$ cat config.mk
export PLATFORM = sky130hd
export DESIGN_NAME = glyph_atlas_shelf_packer_core
export DESIGN_NICKNAME = d
export VERILOG_FILES = /design/src/rtl/core/gasp_pkg.sv /design/src/rtl/core/glyph_atlas_shelf_packer_core.sv
export SDC_FILE = /design/constraint.sdc
export NUM_CORES = 1
export LEC_CHECK = 0
export ABC_CLOCK_PERIOD_IN_PS = 12510
export CORE_MARGIN = 3
export CORE_UTILIZATION = 55
export CTS_CLUSTER_DIAMETER = 40
export DETAILED_ROUTE_END_ITERATION = 12
export DONT_BUFFER_PORTS = 1
export GPL_ROUTABILITY_DRIVEN = 0
export MAX_ROUTING_LAYER = met4
export PLACE_DENSITY = 0.73
export REMOVE_ABC_BUFFERS = 1
export SYNTH_ARGS = -nofsm -noshare
export SYNTH_HDL_FRONTEND = slang
export SYNTH_SLANG_ARGS = --single-unit
$ cat constraint.sdc
create_clock -name i_clk -period 12.51 [get_ports i_clk]
set_clock_uncertainty 0.2 [all_clocks]
set_input_delay 1.251 -clock i_clk [delete_from_list [all_inputs] [get_ports i_clk]]
set_output_delay 1.251 -clock i_clk [all_outputs]
set_load 0.02 [all_outputs]
$ cat src/rtl/core/gasp_pkg.sv
package gasp_pkg;

    localparam int PAGE_SIZE = 2048;
    localparam int MAX_PAGES = 8;

    localparam int COORD_W = 12;
    localparam int SUM_W   = COORD_W + 1;
    localparam int POS_W   = 11;
    localparam int PAGE_W  = (MAX_PAGES > 1) ? $clog2(MAX_PAGES) : 1;
    localparam int CNT_W   = $clog2(MAX_PAGES + 1);

    localparam logic [1:0] REQ_ALLOC = 2'd0;
    localparam logic [1:0] REQ_FLUSH = 2'd1;
    localparam logic [1:0] REQ_MARK  = 2'd2;
    localparam logic [1:0] REQ_NONE  = 2'd3;

    localparam logic [2:0] ST_PLACED    = 3'd0;
    localparam logic [2:0] ST_TOO_LARGE = 3'd1;
    localparam logic [2:0] ST_EXHAUSTED = 3'd2;
    localparam logic [2:0] ST_DIRTY     = 3'd3;
    localparam logic [2:0] ST_CLEAN     = 3'd4;
    localparam logic [2:0] ST_MARKED    = 3'd5;

    typedef struct packed {
        logic [1:0]         req_type;
        logic [COORD_W-1:0] glyph_width;
        logic [COORD_W-1:0] glyph_height;
    } t_in_item;

    typedef struct packed {
        logic [2:0]         status;
        logic [2:0]         page_index;
        logic [POS_W-1:0]   pos_x;
        logic [POS_W-1:0]   pos_y;
        logic [COORD_W-1:0] rect_left;
        logic [COORD_W-1:0] rect_top;
        logic [COORD_W-1:0] rect_right;
        logic [COORD_W-1:0] rect_bottom;
        logic               last;
    } t_out_item;

    typedef enum logic [2:0] {
        S_IDLE,
        S_TRY_CUR,
        S_TRY_NEW,
        S_PLACE,
        S_FLUSH,
        S_MARK,
        S_WAIT
    } t_state;

endpackage

$ cat src/rtl/core/glyph_atlas_shelf_packer_core.sv
// Shelf packer for glyph rectangles over up to MAX_PAGES square atlas pages.
// Input channel (i_in_valid / o_in_ready / i_in_item): one request per item:
//   allocate a rectangle, flush dirty rectangles, or mark all pages dirty.
// Output channel (o_out_valid / i_out_ready / o_out_item): results, last
//   set on the final result of a request. Flush gives one result per dirty
//   page (one clean result if none), others one; an unknown request none.
// The block takes one request at a time; o_in_ready is high only when idle.
// Allocate: after acceptance each open page is tried on its current shelf,
//   then on a new shelf, through the shared fit adder/compare unit; a
//   freshly added page needs only the current-shelf try, then a placement
//   step writes the result; an oversized rectangle skips the search.
//   Flush and mark walk the open pages, one page per cycle, a flush pausing on each result.
// Each result is held in an output register until taken; a stalled receiver
//   holds the sequencer, and a flush resumes with the next page once taken.
// Reset (synchronous, active low) leaves one open empty page and no dirty
//   rectangles; no clearing pass follows.
module glyph_atlas_shelf_packer_core
    import gasp_pkg::*;
(
    input  logic      i_clk,
    input  logic      i_rst_n,
    input  logic      i_in_valid,
    output logic      o_in_ready,
    input  t_in_item  i_in_item,
    output logic      o_out_valid,
    input  logic      i_out_ready,
    output t_out_item o_out_item
);

    t_state r_state, n_state;

    logic [CNT_W-1:0]   r_page_count;
    logic [PAGE_W-1:0]  r_page;
    logic [COORD_W-1:0] r_shelf_x      [MAX_PAGES];
    logic [COORD_W-1:0] r_shelf_y      [MAX_PAGES];
    logic [COORD_W-1:0] r_shelf_bottom [MAX_PAGES];
    logic [MAX_PAGES-1:0] r_dirty_valid;
    logic [COORD_W-1:0] r_dirty_left   [MAX_PAGES];
    logic [COORD_W-1:0] r_dirty_top    [MAX_PAGES];
    logic [COORD_W-1:0] r_dirty_right  [MAX_PAGES];
    logic [COORD_W-1:0] r_dirty_bottom [MAX_PAGES];
    logic [COORD_W-1:0] r_w, r_h;
    t_out_item          r_out;

    logic               in_accept;
    logic               oversize;
    logic [COORD_W-1:0] sx_cur, sy_cur, sb_cur, sb_inc;
    logic               fresh;
    logic [COORD_W-1:0] xe, ye, ny;
    logic [COORD_W-1:0] ux, uy;
    logic [SUM_W-1:0]   sum_x, sum_y;
    logic               fits;
    logic               more_pages;
    logic               can_add;
    logic               later_dirty;
    logic [PAGE_W-1:0]  new_page;
    logic [COORD_W-1:0] pl_l, pl_t, pl_r, pl_b;

    function automatic t_out_item mk_out(
        input logic [2:0]         status,
        input logic [PAGE_W-1:0]  page,
        input logic [COORD_W-1:0] x,
        input logic [COORD_W-1:0] y,
        input logic [COORD_W-1:0] l,
        input logic [COORD_W-1:0] t,
        input logic [COORD_W-1:0] r,
        input logic [COORD_W-1:0] b,
        input logic               last
    );
        t_out_item o;
        o.status      = status;
        o.page_index  = 3'(page);
        o.pos_x       = x[POS_W-1:0];
        o.pos_y       = y[POS_W-1:0];
        o.rect_left   = l;
        o.rect_top    = t;
        o.rect_right  = r;
        o.rect_bottom = b;
        o.last        = last;
        return o;
    endfunction

    assign in_accept = i_in_valid && o_in_ready;
    assign oversize  = (i_in_item.glyph_width > COORD_W'(PAGE_SIZE - 3))
                    || (i_in_item.glyph_height > COORD_W'(PAGE_SIZE - 3));

    always_comb begin
        sx_cur = r_shelf_x[r_page];
        sy_cur = r_shelf_y[r_page];
        sb_cur = r_shelf_bottom[r_page];
        sb_inc = sb_cur + COORD_W'(1);
        fresh  = (sx_cur == '0) || (sy_cur == '0);
        xe     = fresh ? COORD_W'(1) : sx_cur;
        ye     = fresh ? COORD_W'(1) : sy_cur;
        ny     = (sy_cur > sb_inc) ? sy_cur : sb_inc;
        case (r_state)
            S_TRY_CUR: begin
                ux = xe;
                uy = ye;
            end
            S_TRY_NEW: begin
                ux = COORD_W'(1);
                uy = ny;
            end
            default: begin
                ux = sx_cur;
                uy = sy_cur;
            end
        endcase
        sum_x = {1'b0, ux} + {1'b0, r_w};
        sum_y = {1'b0, uy} + {1'b0, r_h};
        fits  = (sum_x < SUM_W'(PAGE_SIZE - 1)) && (sum_y < SUM_W'(PAGE_SIZE - 1));
        more_pages = (CNT_W'(r_page) + CNT_W'(1)) < r_page_count;
        can_add    = r_page_count < CNT_W'(MAX_PAGES);
        new_page   = r_page_count[PAGE_W-1:0];
        later_dirty = 1'b0;
        for (int i = 0; i < MAX_PAGES; i++) begin
            if (i > int'(r_page) && r_dirty_valid[i]) begin
                later_dirty = 1'b1;
            end
        end
        pl_l = sx_cur - COORD_W'(1);
        pl_t = sy_cur - COORD_W'(1);
        pl_r = sum_x[COORD_W-1:0] + COORD_W'(1);
        pl_b = sum_y[COORD_W-1:0] + COORD_W'(1);
    end

    always_comb begin
        n_state = r_state;
        unique case (r_state)
            S_IDLE: begin
                if (in_accept) begin
                    unique case (i_in_item.req_type)
                        REQ_ALLOC: n_state = oversize ? S_WAIT : S_TRY_CUR;
                        REQ_FLUSH: n_state = S_FLUSH;
                        REQ_MARK:  n_state = S_MARK;
                        default:   n_state = S_IDLE;
                    endcase
                end
            end
            S_TRY_CUR: n_state = fits ? S_PLACE : S_TRY_NEW;
            S_TRY_NEW: begin
                if (fits) begin
                    n_state = S_PLACE;
                end else if (more_pages || can_add) begin
                    n_state = S_TRY_CUR;
                end else begin
                    n_state = S_WAIT;
                end
            end
            S_PLACE: n_state = S_WAIT;
            S_FLUSH: begin
                if (r_dirty_valid[r_page] || !more_pages) begin
                    n_state = S_WAIT;
                end
            end
            S_MARK: begin
                if (!more_pages) begin
                    n_state = S_WAIT;
                end
            end
            S_WAIT: begin
                if (i_out_ready) begin
                    n_state = r_out.last ? S_IDLE : S_FLUSH;
                end
            end
            default: n_state = S_IDLE;
        endcase
    end

    always_comb begin
        o_in_ready  = (r_state == S_IDLE);
        o_out_valid = (r_state == S_WAIT);
        o_out_item  = r_out;
    end

    always_ff @(posedge i_clk) begin
        if (!i_rst_n) begin
            r_state       <= S_IDLE;
            r_page_count  <= CNT_W'(1);
            r_page        <= '0;
            r_dirty_valid <= '0;
            for (int i = 0; i < MAX_PAGES; i++) begin
                r_shelf_x[i]      <= '0;
                r_shelf_y[i]      <= '0;
                r_shelf_bottom[i] <= '0;
            end
        end else begin
            r_state <= n_state;
            case (r_state)
                S_IDLE: begin
                    if (in_accept) begin
                        r_page <= '0;
                    end
                end
                S_TRY_CUR: begin
                    if (fresh) begin
                        r_shelf_x[r_page] <= COORD_W'(1);
                        r_shelf_y[r_page] <= COORD_W'(1);
                    end
                end
                S_TRY_NEW: begin
                    if (fits) begin
                        r_shelf_x[r_page] <= COORD_W'(1);
                        r_shelf_y[r_page] <= ny;
                    end else if (more_pages) begin
                        r_page <= r_page + PAGE_W'(1);
                    end else if (can_add) begin
                        r_shelf_x[new_page]      <= '0;
                        r_shelf_y[new_page]      <= '0;
                        r_shelf_bottom[new_page] <= '0;
                        r_dirty_valid[new_page]  <= 1'b0;
                        r_page_count             <= r_page_count + CNT_W'(1);
                        r_page                   <= new_page;
                    end
                end
                S_PLACE: begin
                    r_shelf_x[r_page]     <= pl_r;
                    r_dirty_valid[r_page] <= 1'b1;
                    if (sum_y[COORD_W-1:0] > sb_cur) begin
                        r_shelf_bottom[r_page] <= sum_y[COORD_W-1:0];
                    end
                end
                S_FLUSH: begin
                    r_dirty_valid[r_page] <= 1'b0;
                    r_page                <= r_page + PAGE_W'(1);
                end
                S_MARK: begin
                    r_dirty_valid[r_page] <= 1'b1;
                    r_page                <= r_page + PAGE_W'(1);
                end
                default: begin
                end
            endcase
        end
    end

    always_ff @(posedge i_clk) begin
        case (r_state)
            S_IDLE: begin
                if (in_accept) begin
                    r_w   <= i_in_item.glyph_width;
                    r_h   <= i_in_item.glyph_height;
                    r_out <= mk_out(ST_TOO_LARGE, '0, '0, '0, '0, '0, '0, '0, 1'b1);
                end
            end
            S_TRY_NEW: begin
                r_out <= mk_out(ST_EXHAUSTED, '0, '0, '0, '0, '0, '0, '0, 1'b1);
            end
            S_PLACE: begin
                if (!r_dirty_valid[r_page]) begin
                    r_dirty_left[r_page]   <= pl_l;
                    r_dirty_top[r_page]    <= pl_t;
                    r_dirty_right[r_page]  <= pl_r;
                    r_dirty_bottom[r_page] <= pl_b;
                end else begin
                    if (pl_l < r_dirty_left[r_page]) begin
                        r_dirty_left[r_page] <= pl_l;
                    end
                    if (pl_t < r_dirty_top[r_page]) begin
                        r_dirty_top[r_page] <= pl_t;
                    end
                    if (pl_r > r_dirty_right[r_page]) begin
                        r_dirty_right[r_page] <= pl_r;
                    end
                    if (pl_b > r_dirty_bottom[r_page]) begin
                        r_dirty_bottom[r_page] <= pl_b;
                    end
                end
                r_out <= mk_out(ST_PLACED, r_page, sx_cur, sy_cur,
                                '0, '0, '0, '0, 1'b1);
            end
            S_FLUSH: begin
                if (r_dirty_valid[r_page]) begin
                    r_out <= mk_out(ST_DIRTY, r_page, '0, '0,
                                    r_dirty_left[r_page], r_dirty_top[r_page],
                                    r_dirty_right[r_page], r_dirty_bottom[r_page],
                                    !later_dirty);
                end else begin
                    r_out <= mk_out(ST_CLEAN, '0, '0, '0, '0, '0, '0, '0, 1'b1);
                end
            end
            S_MARK: begin
                r_dirty_left[r_page]   <= '0;
                r_dirty_top[r_page]    <= '0;
                r_dirty_right[r_page]  <= COORD_W'(PAGE_SIZE);
                r_dirty_bottom[r_page] <= sb_inc;
                r_out <= mk_out(ST_MARKED, '0, '0, '0, '0, '0, '0, '0, 1'b1);
            end
            default: begin
            end
        endcase
    end

`ifndef SYNTH
    a_page_count_range: assert property (@(posedge i_clk) disable iff (!i_rst_n)
        (r_page_count != '0) && (r_page_count <= CNT_W'(MAX_PAGES)))
        else $error("page count out of range");

    a_ready_excl_valid: assert property (@(posedge i_clk) disable iff (!i_rst_n)
        !(o_in_ready && o_out_valid))
        else $error("input ready while a result is pending");

    a_placed_page_open: assert property (@(posedge i_clk) disable iff (!i_rst_n)
        (o_out_valid && (o_out_item.status == ST_PLACED))
        |-> (CNT_W'(o_out_item.page_index) < r_page_count))
        else $error("placement on a page that is not open");

    a_busy_after_accept: assert property (@(posedge i_clk) disable iff (!i_rst_n)
        (in_accept && (i_in_item.req_type != REQ_NONE)) |=> !o_in_ready)
        else $error("ready right after taking a request");
`endif

endmodule
# Word level (Yosys, flattened, before mapping)
# Memory sizes are Yosys's and may differ from the RTL's. A register that Yosys moved wholly into a read port is not among the register bits.
# Cells that the tools add are included.
op_classes:
  div_mod_pow: 0
  n_lt_le_gt_ge: 23
  n_bitwise: 18
  addsub: 10
  n_shift: 0
  mux: 127
  multipliers: 0
  reduce_logical: 38
  eq_ne: 16
op_table:
  columns: ["operator", "count"]
  rows:
  - ["case mux 77 bit (5 select lines)", 1]
  - ["2-to-1 mux 12 bit", 20]
  - ["2-to-1 mux 77 bit", 2]
  - ["2-to-1 mux 3 bit", 32]
  - ["OR reduction 12 bit", 6]
  - ["2-to-1 mux 1 bit", 60]
  - ["greater-than comparator 12 bit", 4]
  - ["case mux 12 bit (2 select lines)", 2]
  - ["adder 12 x 1 -> 12 bit, second input constant", 3]
  - ["adder 12 x 12 -> 13 bit", 2]
  - ["< comparator 13 x 11 -> 1 bit, second input constant", 2]
  - ["greater-than comparator 12 x 11 -> 1 bit, second input constant", 2]
  - ["logical NOT 12 bit", 2]
  - ["< comparator 12 bit", 2]
  - ["2-to-1 mux 8 bit", 3]
  - ["case mux 8 bit (3 select lines)", 1]
  - ["subtractor 12 x 1 -> 12 bit, second input constant", 2]
  - ["case mux 3 bit (7 select lines)", 1]
  - ["case mux 3 bit (3 select lines)", 2]
  - ["AND 8 bit", 2]
  - ["inverter 8 bit", 2]
  - ["AND reduction 4 bit", 4]
  - ["greater-than comparator 3 bit, first input constant", 4]
  - ["logical AND 1 bit", 11]
  - ["30 further kinds", 60]
totals:
  output_inout_bits: 79
  rom_bits: 0
  word_cells: 254
  latchBits: 0
  mem_bits_rw: 672
  input_bits: 30
  memories: 7
  ff_bits: 119
memory_table:
  columns: ["name", "words", "word_bits", "read_ports", "rd_ports_with_merged_regs", "write_ports", "line", "rtl"]
  rows:
  - ["r_dirty_bottom", 8, 12, 1, 1, 1, "glyph_atlas_shelf_packer_core.sv:41", "logic [COORD_W-1:0] r_dirty_bottom [MAX_PAGES];"]
  - ["r_dirty_left", 8, 12, 1, 1, 1, "glyph_atlas_shelf_packer_core.sv:38", "logic [COORD_W-1:0] r_dirty_left [MAX_PAGES];"]
  - ["r_dirty_right", 8, 12, 1, 1, 1, "glyph_atlas_shelf_packer_core.sv:40", "logic [COORD_W-1:0] r_dirty_right [MAX_PAGES];"]
  - ["r_dirty_top", 8, 12, 1, 1, 1, "glyph_atlas_shelf_packer_core.sv:39", "logic [COORD_W-1:0] r_dirty_top [MAX_PAGES];"]
  - ["r_shelf_bottom", 8, 12, 1, 1, 8, "glyph_atlas_shelf_packer_core.sv:36", "logic [COORD_W-1:0] r_shelf_bottom [MAX_PAGES];"]
  - ["r_shelf_x", 8, 12, 1, 1, 8, "glyph_atlas_shelf_packer_core.sv:34", "logic [COORD_W-1:0] r_shelf_x [MAX_PAGES];"]
  - ["+1 memories", null, null, null, null, null, null, null]

# Logic depth before layout (Yosys ltp)
depth:
  ltp_word: 16
  mapped_depth: 47
  depth_no_buf: 38

# Worst setup path before layout
# OpenSTA, ideal clock, no wires.
synth_path:
  path_type: "reg-to-reg"
  start: "register with a tool-made name"
  end: "memory r_shelf_bottom[5][0], enable pin"
  arrival_time_ns: 9.108
  setup_time_ns: 0.350
  slack_ns: 2.851
  period_less_slack_ns: 9.659
  path_buffers: 9
  path_stages_with_launch: 44
  t_required_ns: 11.960
  cell_sequence: "dfxtp_1 buf_4 buf_6 buf_6 buf_4 buf_2 buf_2 buf_1 nand2_1 and2_1 inv_1 ha_1 nand2_1 o22ai_2 and3_2 nand2_1 xor2_1 inv_1 (+8 left out) and2_1 mux2_1 ha_1 a21oi_1 o21ai_1 o311a_1 o2111a_1 a211oi_1 clkinv_1 ha_1 nand4_1 or2_2 o21ai_0 o221a_2 nand2_1 a2bb2o_1 buf_2 nand2_1"
synth_lines:
  columns: ["element", "line"]
  rows:
  - ["to (decl)", "glyph_atlas_shelf_packer_core.sv:36"]

==> metrics.md <==
| Metric | Value |
|---|---|
| Outcome | completed |
| First-pass DRT Iterations | 6 |
| Placement Setup Slack | between 1.5 and 2 ns |
| Routed Antenna Nets | 0 |
| Final net count | ~2.7k |
| WP data required | 12.54 ns |
| DP Wirelength | roughly 65 mm |
| DR iter-0 viols | 3144 |
| Final worst slack | roughly 1.2 ns |
| Sequential area share after synthesis | 0.634 |
| Netlist Area Pre-Place | 0.0373 mm^2 |
| Worst-Skew Late Latency | around 0.66 ns |
| CTS sink cnt | between 700 and 800 |
| Vias in the first global route | around 23k |
| Cell Count, Final, Fillers Out | approximately 3.5k |
| Site Rows | 94 |
| Final hold vios | 0 |
| Post-synth EDFFs | approximately 770 |
| Post-CTS Setup Inserts | 0 |
| Slew margin rel. | 0.124 |
| Top-Level Pins | roughly 110 |
| TritonCTS clock tree | built |
| Primary FF master, synth | edfxtp_1 |
| Core area | roughly 0.066 mm^2 |
| CP arrival | around 11 ns |
| Leakage | between 10 and 15 nW |
| DRC violations left | 0 |
| Crit path top cell by count | ha_1 |
| Initial Util | 0.561 |
| First-pass GRT wire length | between 100 and 150 mm |
| Fin crit share | 0.901 |
| Antenna violations before repair | 1 |
| Post-Route Setup TNS | 0 ns |
| Fmax | ~0.089 GHz |
| Max Slew Vio Count | 0 |
| Overflow after GRT | 0 |
| Root buf cell | clkbuf_16 |
| CP startpoint kind | flip-flop |
| Commonest non-fill, non-tap cell in the layout | edfxtp_1 |
| Max-cap violations | 0 |
| Die X | 266 um |
| Worst path max stage delay | between 0.9 and 1 ns |
| CTS Buf Count | between 90 and 100 |
| Peak VDD IR | 0.247 mV |
| Most frequent cells in the layout | 773 x edfxtp_1, 485 x nor2_1, 176 x mux4_2 |
| Via/cell ratio | between 6 and 7 |
| CTS resizes | 0 |
| Setup violations, final | 0 |
| CTS H-tree lvls | 3 |
| Total GRT Usage | 0.286 |
| Worst Hold Class | reg2reg |
| Buf+Inv Stages, Crit Path | 4 |
| Routed len/inst | about 28 um |
| Worst setup EP type | flip-flop |
| Distinct cells, synth | between 90 and 100 |
| CTS clock-pin slew for the worst setup and hold paths | approximately 0.06 ns |
| Post-route minimum period | 11.27 ns |
| Mean Syn Cell Area | approximately 15 um^2 |
| Via count | 23.2k |
| Placed cell areas | 0.0382 mm^2 |
| CTS max path bufs | 3 |
| Largest net degree at the start of global routing | approximately 110 |
| Pwr dens | slightly above 300 mW/mm^2 |
| Ys Warns | 0 |
| Placed insts | between 3k and 4k |
| Delay-heaviest family, CP | compound AO/OA/AOI/OAI gates |
| Drt total wl | a little under 100 mm |
| Yosys reg bits | roughly 800 |
| CP max FO | 53 |
| Slowest CP cell | dfxtp_4 |
| Hold-fix buffers, CTS | 0 |
| Share of cells above drive strength 1 | 0.174 |
| Worst-margin pin slew | around 1.3 ns |
| I/O Buffers | 0 |
| Finished layout cell area | 0.0414 mm^2 |
| Cell count after synthesis | ~2.6k |
| WHS | 0.312 ns |
| RSZ-0062 raised after global routing | no |
| Post-synth ARST share | 0 |
| Worst setup path class | reg2reg |
| Area grow syn2layout | 11.1% |
| Die H | between 200 and 300 um |
| Full die area | just over 0.07 mm^2 |
-- kinds of logic after synthesis --
group,count (synthesis),share of synthesized area
flip-flops,794,0.634
AO/OA/AOI/OAI,283,0.0547
XOR/XNOR,65,0.0161
multiplexers,279,0.137
buffers and inverters,187,0.0229
AND/OR/NAND/NOR,839,0.0987
adder cells (fa/ha/maj),108,0.0367
-- synthesized netlist by cell type, types with 6 or more instances --
master    count  area (um^2)
mux4_2      176         3960
buf_1         9         33.8
o22ai_1      11         68.8
ha_1        106         1330
and3_1        9         56.3
a211oi_2     10          125
nor3_1       42          210
xnor2_1      44          385
o211ai_1     15          113
xor2_1       18          158
o31ai_1      14          105
a21o_1       23          173
and2_1       36          225
nor3b_1       7         52.6
buf_2        40          200
inv_1        59          221
o21ai_0      43          215
buf_4        10         75.1
clkbuf_1     56          210
nand2_1     127          477
a211oi_1      9         67.6
a21oi_1      67          335
buf_6         7         78.8
nand4_1      22          138
mux2i_2       9          124
nand2b_1     18          113
o21ai_1      12         60.1
or3_1         6         37.5
or2_2         6         37.5
edfxtp_1    773        23200
o21a_1        7         52.6
mux2_2        6         67.6
dfxtp_1      21          420
nor2_1      485         1820
nand3_1      39          195
mux2i_1      82          821
nor2b_1      16          100
-- stage by stage --
stage	power, mW	util
after floorplan	8.30	-
after global placement	9.64	0.575
after detailed placement	9.85	0.575
after CTS	12.6	0.623
after global routing	13.3	0.623
final	12.6	0.623
-- flip-flops by register name (all words and copies together) (netlist names), named ones only --
register	cells
r_dirty_top	96
r_page_count	4
r_dirty_left	96
r_dirty_valid	8
r_shelf_bottom	96
o_out_item	77
r_h	12
r_dirty_right	96
r_dirty_bottom	96
r_shelf_y	96
r_state	3
r_page	3
r_shelf_x	96
r_w	12
-- path summary, 6_finish.rpt --
kind	slack (ns)	cells after the start	from	end
worst max-delay path	1.24	33	flip-flop	r_shelf_bottom[1][2]$_SDFFCE_PN0P_
worst min-delay path	0.31	2	r_dirty_valid[1]$_SDFFE_PN0P_	r_dirty_valid[1]$_SDFFE_PN0P_
worst max register to register	1.24	33	flip-flop	r_shelf_bottom[1][2]$_SDFFCE_PN0P_
worst min register to register	0.31	2	r_dirty_valid[1]$_SDFFE_PN0P_	r_dirty_valid[1]$_SDFFE_PN0P_
-- final cells by class --
class / count / area [um^2]
diodes: 3 / 7.51
clock buffers: 108 / 2530
clock inverters: 71 / 642
fillers: 4713 / 25100
inverters: 64 / 240
multi-input cells: 1574 / 12800
flip-flops and latches: 794 / 23600
well taps: 864 / 1080
repair buffers: 60 / 463
-- worst register-to-register path: cells and delay by family, from the launching register on --
kind	cells	cell delay [ns]
DFF	1	0.94
buffers and inverters	4	0.81
and+or+nand+nor	9	2.05
muxes	3	1.43
xor gates and xnor gates	1	0.24
AOI/OAI and AO/OA	12	3.96
adders and majority gates	4	1.25
-- report_power, final --
part           switching [mW]  internal (mW)  total, mW
clock network            1.16           1.56       2.72
registers               0.335           3.93       4.27
logic                    3.73           1.93       5.66
-- routing by layer --
metal | GRT usage | part of all wire
met3 | 0.0657 | 0.11
met5 | - | 0
met1 | 0.375 | 0.38
met4 | 0.117 | 0.043
met2 | 0.436 | 0.47
Power figures use the tool's default switching activity.
